**config.mk**
```make
export PLATFORM = sky130hd
export DESIGN_NAME = tcw_front
export DESIGN_NICKNAME = d
export VERILOG_FILES = /design/src/tcw_pkg.sv /design/src/tcw_front.sv
export SDC_FILE = /design/constraint.sdc
export NUM_CORES = 1
export LEC_CHECK = 0
export ABC_AREA = 0
export ABC_CLOCK_PERIOD_IN_PS = 2300
export BUFFER_PORTS_ARGS = -buffer_cell sky130_fd_sc_hd__buf_2
export CAP_MARGIN = 40
export CORE_MARGIN = 2
export CORE_UTILIZATION = 51
export DETAILED_ROUTE_END_ITERATION = 16
export GPL_ROUTABILITY_DRIVEN = 0
export PLACE_DENSITY = 0.78
export SLEW_MARGIN = 20
export SYNTH_ARGS = -nofsm -noshare
export SYNTH_HDL_FRONTEND = slang
export SYNTH_SLANG_ARGS = --single-unit
```
**constraint.sdc**
```tcl
create_clock -name i_clk -period 2.3 [get_ports i_clk]
set_input_delay 0 -clock i_clk [delete_from_list [all_inputs] [get_ports i_clk]]
set_output_delay 0 -clock i_clk [all_outputs]
set_load 0.02 [all_outputs]
```
**src/tcw_pkg.sv**
```systemverilog
// tcw_pkg: request and result types, command codes and character constants
// for the text console writer; no dependencies
package tcw_pkg;

    typedef struct packed {
        logic [1:0] func;
        logic [7:0] char_code;
        logic [4:0] read_row;
        logic [6:0] read_col;
    } t_in;

    typedef struct packed {
        logic [4:0] cursor_row_out;
        logic [6:0] cursor_col_out;
        logic [7:0] cell_char;
        logic [7:0] cell_color;
    } t_out;

    typedef logic [2:0] t_op;

    localparam t_op OP_NOP       = 3'd0;
    localparam t_op OP_PUT       = 3'd1;
    localparam t_op OP_BACKSPACE = 3'd2;
    localparam t_op OP_NEWLINE   = 3'd3;
    localparam t_op OP_CLEAR     = 3'd4;
    localparam t_op OP_READ      = 3'd5;

    typedef struct packed {
        t_op        op;
        logic [7:0] char_code;
        logic [4:0] read_row;
        logic [6:0] read_col;
    } t_cmd;

    localparam logic [1:0] FUNC_PUT   = 2'd0;
    localparam logic [1:0] FUNC_CLEAR = 2'd1;
    localparam logic [1:0] FUNC_READ  = 2'd2;

    localparam logic [7:0] CHAR_BACKSPACE   = 8'd8;
    localparam logic [7:0] CHAR_NEWLINE     = 8'd10;
    localparam logic [7:0] CHAR_BLANK       = 8'd32;
    localparam logic [7:0] TEXT_COLOR_RESET = 8'd15;

    localparam int CELL_W = 16;

endpackage

```
**src/tcw_front.sv**
```systemverilog
// tcw_front: accepts requests, decodes them into commands and holds them in a
// two-entry queue for the back end; depends on tcw_pkg
module tcw_front #(
    parameter int SCREEN_COLS = 80,
    parameter int SCREEN_ROWS = 25
) (
    input  logic          i_clk,
    input  logic          i_rst_n,
    input  logic          i_open,
    input  logic          i_in_valid,
    output logic          o_in_ready,
    input  tcw_pkg::t_in  i_in_data,
    output logic          o_cmd_valid,
    input  logic          i_cmd_ready,
    output tcw_pkg::t_cmd o_cmd
);

    tcw_pkg::t_cmd w_cmd;
    tcw_pkg::t_cmd r_q [2];
    logic          r_wp;
    logic          r_rp;
    logic [1:0]    r_cnt;
    logic          n_wp;
    logic          n_rp;
    logic [1:0]    n_cnt;
    logic          w_push;
    logic          w_pop;

    // decode
    always_comb begin
        w_cmd.char_code = i_in_data.char_code;
        w_cmd.read_row  = i_in_data.read_row;
        w_cmd.read_col  = i_in_data.read_col;
        case (i_in_data.func)
            tcw_pkg::FUNC_PUT: begin
                if (i_in_data.char_code == tcw_pkg::CHAR_BACKSPACE) begin
                    w_cmd.op = tcw_pkg::OP_BACKSPACE;
                end else if (i_in_data.char_code == tcw_pkg::CHAR_NEWLINE) begin
                    w_cmd.op = tcw_pkg::OP_NEWLINE;
                end else begin
                    w_cmd.op = tcw_pkg::OP_PUT;
                end
            end
            tcw_pkg::FUNC_CLEAR: begin
                w_cmd.op = tcw_pkg::OP_CLEAR;
            end
            tcw_pkg::FUNC_READ: begin
                if (32'(i_in_data.read_row) < 32'(SCREEN_ROWS) &&
                    32'(i_in_data.read_col) < 32'(SCREEN_COLS)) begin
                    w_cmd.op = tcw_pkg::OP_READ;
                end else begin
                    w_cmd.op = tcw_pkg::OP_NOP;
                end
            end
            default: begin
                w_cmd.op = tcw_pkg::OP_NOP;
            end
        endcase
    end

    assign o_in_ready  = i_open && (r_cnt != 2'd2);
    assign o_cmd_valid = (r_cnt != 2'd0);
    assign o_cmd       = r_q[r_rp];
    assign w_push      = i_in_valid && o_in_ready;
    assign w_pop       = o_cmd_valid && i_cmd_ready;

    always_comb begin
        n_wp  = w_push ? ~r_wp : r_wp;
        n_rp  = w_pop ? ~r_rp : r_rp;
        n_cnt = r_cnt;
        if (w_push && !w_pop) begin
            n_cnt = r_cnt + 2'd1;
        end else if (w_pop && !w_push) begin
            n_cnt = r_cnt - 2'd1;
        end
    end

    always_ff @(posedge i_clk) begin
        if (!i_rst_n) begin
            r_wp  <= 1'b0;
            r_rp  <= 1'b0;
            r_cnt <= 2'd0;
        end else begin
            r_wp  <= n_wp;
            r_rp  <= n_rp;
            r_cnt <= n_cnt;
        end
    end

    always_ff @(posedge i_clk) begin
        if (w_push) begin
            r_q[r_wp] <= w_cmd;
        end
    end

`ifndef SYNTHESIS
    a_cnt_range: assert property (@(posedge i_clk) disable iff (!i_rst_n)
        r_cnt <= 2'd2)
        else $error("queue count out of range");
`endif

endmodule

```
# After elaboration in Yosys (flattened, before gate mapping)
# Memory sizes are Yosys's and may differ from the RTL's. A register that Yosys moved wholly into a read port is not among the register bits.
# Index checks and enable logic that the tools add are counted.
# op_classes
n_addsub	2
multipliers	0
div	0
n_lt_le_gt_ge	2
n_eq_ne	5
n_shift	0
n_mux	10
bitwise	2
n_reduce_logical	11
# op_table
cell	count
$eq A8 B4 Y1 const B	2
$pmux W3 S3	1
$mux W2	4
$lt A7 B7 Y1 const B	1
$logic_and A1 B1 Y1	6
$lt A5 B5 Y1 const B	1
$mux W1	4
$reduce_bool A2 Y1	2
$mux W3	1
$add A2 B1 Y2 const B	1
$eq A2 B1 Y1 const B	1
$eq A2 B2 Y1 const B	1
$logic_not A1 Y1	2
$logic_not A2 Y1	1
$ne A2 B2 Y1 const B	1
$not A1 Y1	2
$sub A2 B1 Y2 const B	1
# totals
ff_bits	4
latchBits	0
ramBits	46
romBits	0
inputBits	27
output_inout_bits	25
elab_cells	36
n_memories	1
# memory_table
name	depth	word_bits	read_ports	rd_ports_with_merged_regs	wr	line_no	source
r_q	2	23	1	1	1	tcw_front.sv:19	tcw_pkg::t_cmd r_q [2];

# Depth between registers and ports, before layout
# depth
depth_word	7
depth_mapped	7
depth_no_buf	7

# Worst setup path after synthesis
# No wires, ideal clock.
# synth_path
path_type	flip-flop to flip-flop
startpoint	register r_cnt[0]
endpoint	memory r_q[0][0] (netlist name) (enable)
setup_time_ns	0.403
arrival_ns	1.565
required_time_ns	1.897
path_slack_ns	0.332
stages_incl_launch_ff	3
path_buffers	0
synth_period_minus_slack_ns	1.968
path_cell_list	dfxtp_1 o211ai_1 nor2_1
# synth_between
elab_chain_len	5
# synth_rtl
element	line_no	source
start, declared	tcw_front.sv:22	logic [1:0] r_cnt;
start signal, assigned	tcw_front.sv:86	r_cnt <= n_cnt;
$ne A2 B2 Y1	tcw_front.sv:61	assign o_in_ready = i_open && (r_cnt != 2'd2);
$logic_and A1 B1 Y1	tcw_front.sv:61	
$logic_and A1 B1 Y1	tcw_front.sv:64	assign w_push = i_in_valid && o_in_ready;
$mux W1	tcw_front.sv:91	if (w_push) begin
$mux W1 (not written as such)	tcw_front.sv:92	r_q[r_wp] <= w_cmd;
end, declared	tcw_front.sv:19	
# No other way between the ends.

# Worst setup path after layout
# layout_path
startpoint	register r_cnt[1]
endpoint	register r_cnt[1]
# layout_between
elab_chain_len	6
elab_cells_between_ends	14
cone_classes	2 x add/sub; 1 x eq/ne; 2 x mux; 9 x reduce/logical
# layout_rtl
element	line_no	source
$ne A2 B2 Y1 *	tcw_front.sv:61	
$logic_and A1 B1 Y1 *	tcw_front.sv:61	
$logic_and A1 B1 Y1 *	tcw_front.sv:64	
net w_push	tcw_front.sv:26	logic w_push;
$logic_not A1 Y1	tcw_front.sv:73	end else if (w_pop && !w_push) begin
$logic_and A1 B1 Y1	tcw_front.sv:73	
$reduce_bool A2 Y1 (no line)	-	
# The timed path passes the listed nets; every way through them passes the cells marked *. The select of a mux whose other input is x is not followed.
# A chain may end at the register's enable or synchronous reset.

==> summary.md <==
| Metric | Value |
|---|---|
| Outcome | complete, no violations |
| Fin crit share | 83.7% |
| Cts repair resizes | 0 |
| Synth Area per Inst | 17.8 sq um |
| Row cnt | 22 |
| Pins Over Slew Limit | 0 |
| Area occupied by multi-input gates | 457 sq um |
| F_max | 520 MHz |
| Antenna cells | 0 |
| # setup viols final | 0 |
| Sequential area share after synthesis | 75.6% |
| Clock slew at reported path FFs | 0.08 ns |
| Worst Hold Path EP | r_q[1][20] |
| DRC Markers | 0 |
| Core area | 0.00369 sq mm |
| RSZ-0062 raised after global routing | no |
| R2R Setup Slk | 0.38 ns |
| Max cap viols | 0 |
| Slew margin rel. | 69.9% |
| Vias in the first global route | 1227 |
| H-tree depth | 2 |
| CTS tree | built |
| Fill cells | 259 |
| DRT Pass-1 Iters | 4 |
| DIE AREA | 0.00435 sq mm |
| WL per Instance | 14.7 microns |
| Worst clock skew | 0.00356 ns |
| Clock Sinks | 51 |
| Cts bufs inserted | 5 |
| HPWL after DPL | 2.37 mm |
| CTS Buffer Depth | 2 |
| Fin cells | 241 |
| Async S/R FF share, synth | 0% |
| Crit Path Class | flip-flop to flip-flop |
| Max VDD drop | 0.581 mV |
| Most common library cell in the layout ignoring fill and taps | buf_2 |
| Pwr Total | 0.00247 W |
| Yosys warning count | 0 |
| Worst skew pair latency | 0.29 ns |
| First-pass GRT wire length | 5.63 mm |
| Final hold vios | 0 |
| RR Startpoint | r_cnt[1] |
| Leakage power | 1.01 nW |
| DR vias | 1204 |
| Placed Cells | 212 |
| Tot GR Track Use | 18.2% |
| Syn Nets | 138 |
| CP arrival | 2.13 ns |
| DR iter-0 viols | 46 |
| Synth-to-Final Area Change | 34.1% |
| Most frequent cells in the layout | buf_2 (51), edfxtp_1 (46), mux2_2 (23) |
| Largest net degree at the start of global routing | 24 |
| Critical path launch point type | flip-flop |
| FF+latch count, synth | 51 |
| TNS Setup | 0 ns |
| ANT nets after route | 0 |
| Reg2Reg Depth | 6 |
| Drt via density | 5.00 |
| Worst Hold Depth | 2 |
| Worst r2r dst | r_cnt[1] |
| Height of the chip | 66.0 microns |
| Hold Startpoint | i_in_data[20] |
| WHS | 0.0789 ns |
| Congestion Overflow GR | 0 |
| Root buffer cell | clkbuf_8 |
| Port bufs | 51 |
| FF/Latch Area | 0.00148 sq mm |
| Total Wirelength | 3.53 mm |
| Netlist cell types | 24 |
| Min-delay worst type | input pin to flip-flop |
| Pwr Density | 942 mW/mm^2 |
| Antenna violations before repair | 0 |
| Syn Inst Count | 110 |
| CP Capture Type | flip-flop |
| Final #Nets | 220 |
| Final min period | 1.92 ns |
| Worst endpoint required time | 2.50 ns |
| Initial Util | 53.1% |
| Top FF cell, synth | edfxtp_1 |
| Share of layout cells above drive strength 1 | 46.1% |
| Crit Path Max Fanout | 5 |
| DIE WIDTH | 66.0 microns |
| Netlist Area Pre-Place | 0.00196 sq mm |
| Count of flip-flops with a built-in enable after synthesis | 46 |
| Least-Margin Pin Slew | 0.446 ns |
| IO Pins | 52 |
==> per-stage QoR <==
| stage | utilization [%] | setup slack [ns] | cell area [sq um] |
|---|---|---|---|
| 5_1_grt | 71.2 | 0.180 | 2630 |
| 3_5_place_dp | 62.6 | 0.382 | 2310 |
| 6_report | 71.2 | 0.376 | 2630 |
| 2_1_floorplan | - | 0.332 | 1960 |
| 4_1_cts | 71.2 | 0.353 | 2630 |
| 3_3_place_gp | 62.6 | 0.548 | 2310 |
==> layer usage <==
metal / wire, microns / part of all wire [%] / GRT usage, %
met5: 0 / 0 / 0
met4: 47 / 1.3 / 7.40
met3: 131 / 3.7 / 4.26
met2: 1910 / 54 / 32.3
met1: 1440 / 41 / 21.0
==> Yosys cell counts (2+ instances only) <==
cell,n,share of area (%)
a21boi_0,2,0.77
and2_1,3,0.96
dfxtp_1,5,5.1
edfxtp_1,46,70
inv_1,5,0.96
mux2_2,23,13
nand2_1,3,0.57
nor2_1,3,0.57
o21ai_0,4,1.0
xnor2_1,2,0.89
==> power breakdown <==
group	total, W	switching, W	internal [W]	leakage, nW
registers	0.00115	0.0000384	0.00111	0.465
clock network	0.000573	0.000254	0.000318	0.0556
logic	0.000751	0.000419	0.000331	0.491
total	0.00247	0.000712	0.00176	1.01
==> cell type report <==
| cell class | count | share of cell area, % |
|---|---|---|
| Inverter | 5 | 0.714 |
| Timing Repair Buffer | 77 | 19.1 |
| Multi-Input combinational cell | 52 | 17.4 |
| Clock inverter | 3 | 1.48 |
| Clock buffer | 5 | 2.62 |
| Tap cell | 48 | 2.29 |
| Sequential cell | 51 | 56.4 |
==> worst max-delay path by stage <==
stage	depth (start not counted)	slack (ns)	startpoint	to
after CTS	6	0.35	r_cnt[1]	r_cnt[1]
final	6	0.38	r_cnt[1]	r_cnt[1]
after global routing	6	0.18	r_cnt[1]	r_cnt[1]
after floorplan	2	0.33	r_cnt[0]	r_q[0][0]
after global placement	6	0.55	r_cnt[1]	r_cnt[1]
after detailed placement	6	0.38	r_cnt[1]	r_cnt[1]
==> cell families after synthesis <==
logic type | count (synthesis) | synth area share (%)
AOI/OAI and AO/OA | 9 | 3.00
xor gates and xnor gates | 3 | 1.34
adders and majority gates | 1 | 0.638
buffers and inverters | 7 | 1.34
DFF | 51 | 75.6
muxes | 24 | 13.7
and+or+nand+nor | 15 | 4.34
==> state kept, by name, indices dropped and copies added, names as in the netlist, named ones only <==
name and flops:
r_q 46, r_cnt 2, r_rp 1, r_wp 1
==> worst max-delay path: stages, from the launching register on <==
cell      delay [ns]
dfxtp_1         0.39
inv_1           0.07
o211ai_1        0.40
inv_1           0.09
ha_1            0.35
or3_1           0.34
a21boi_0        0.20
==> timing repair <==
item,4_1_cts,5_1_grt
setup endpoints to repair,0,0
hold buffers,21,0
buffers inserted,0,0
hold endpoints to repair,42,0
No activity file was read; power rests on OpenSTA's default activity.
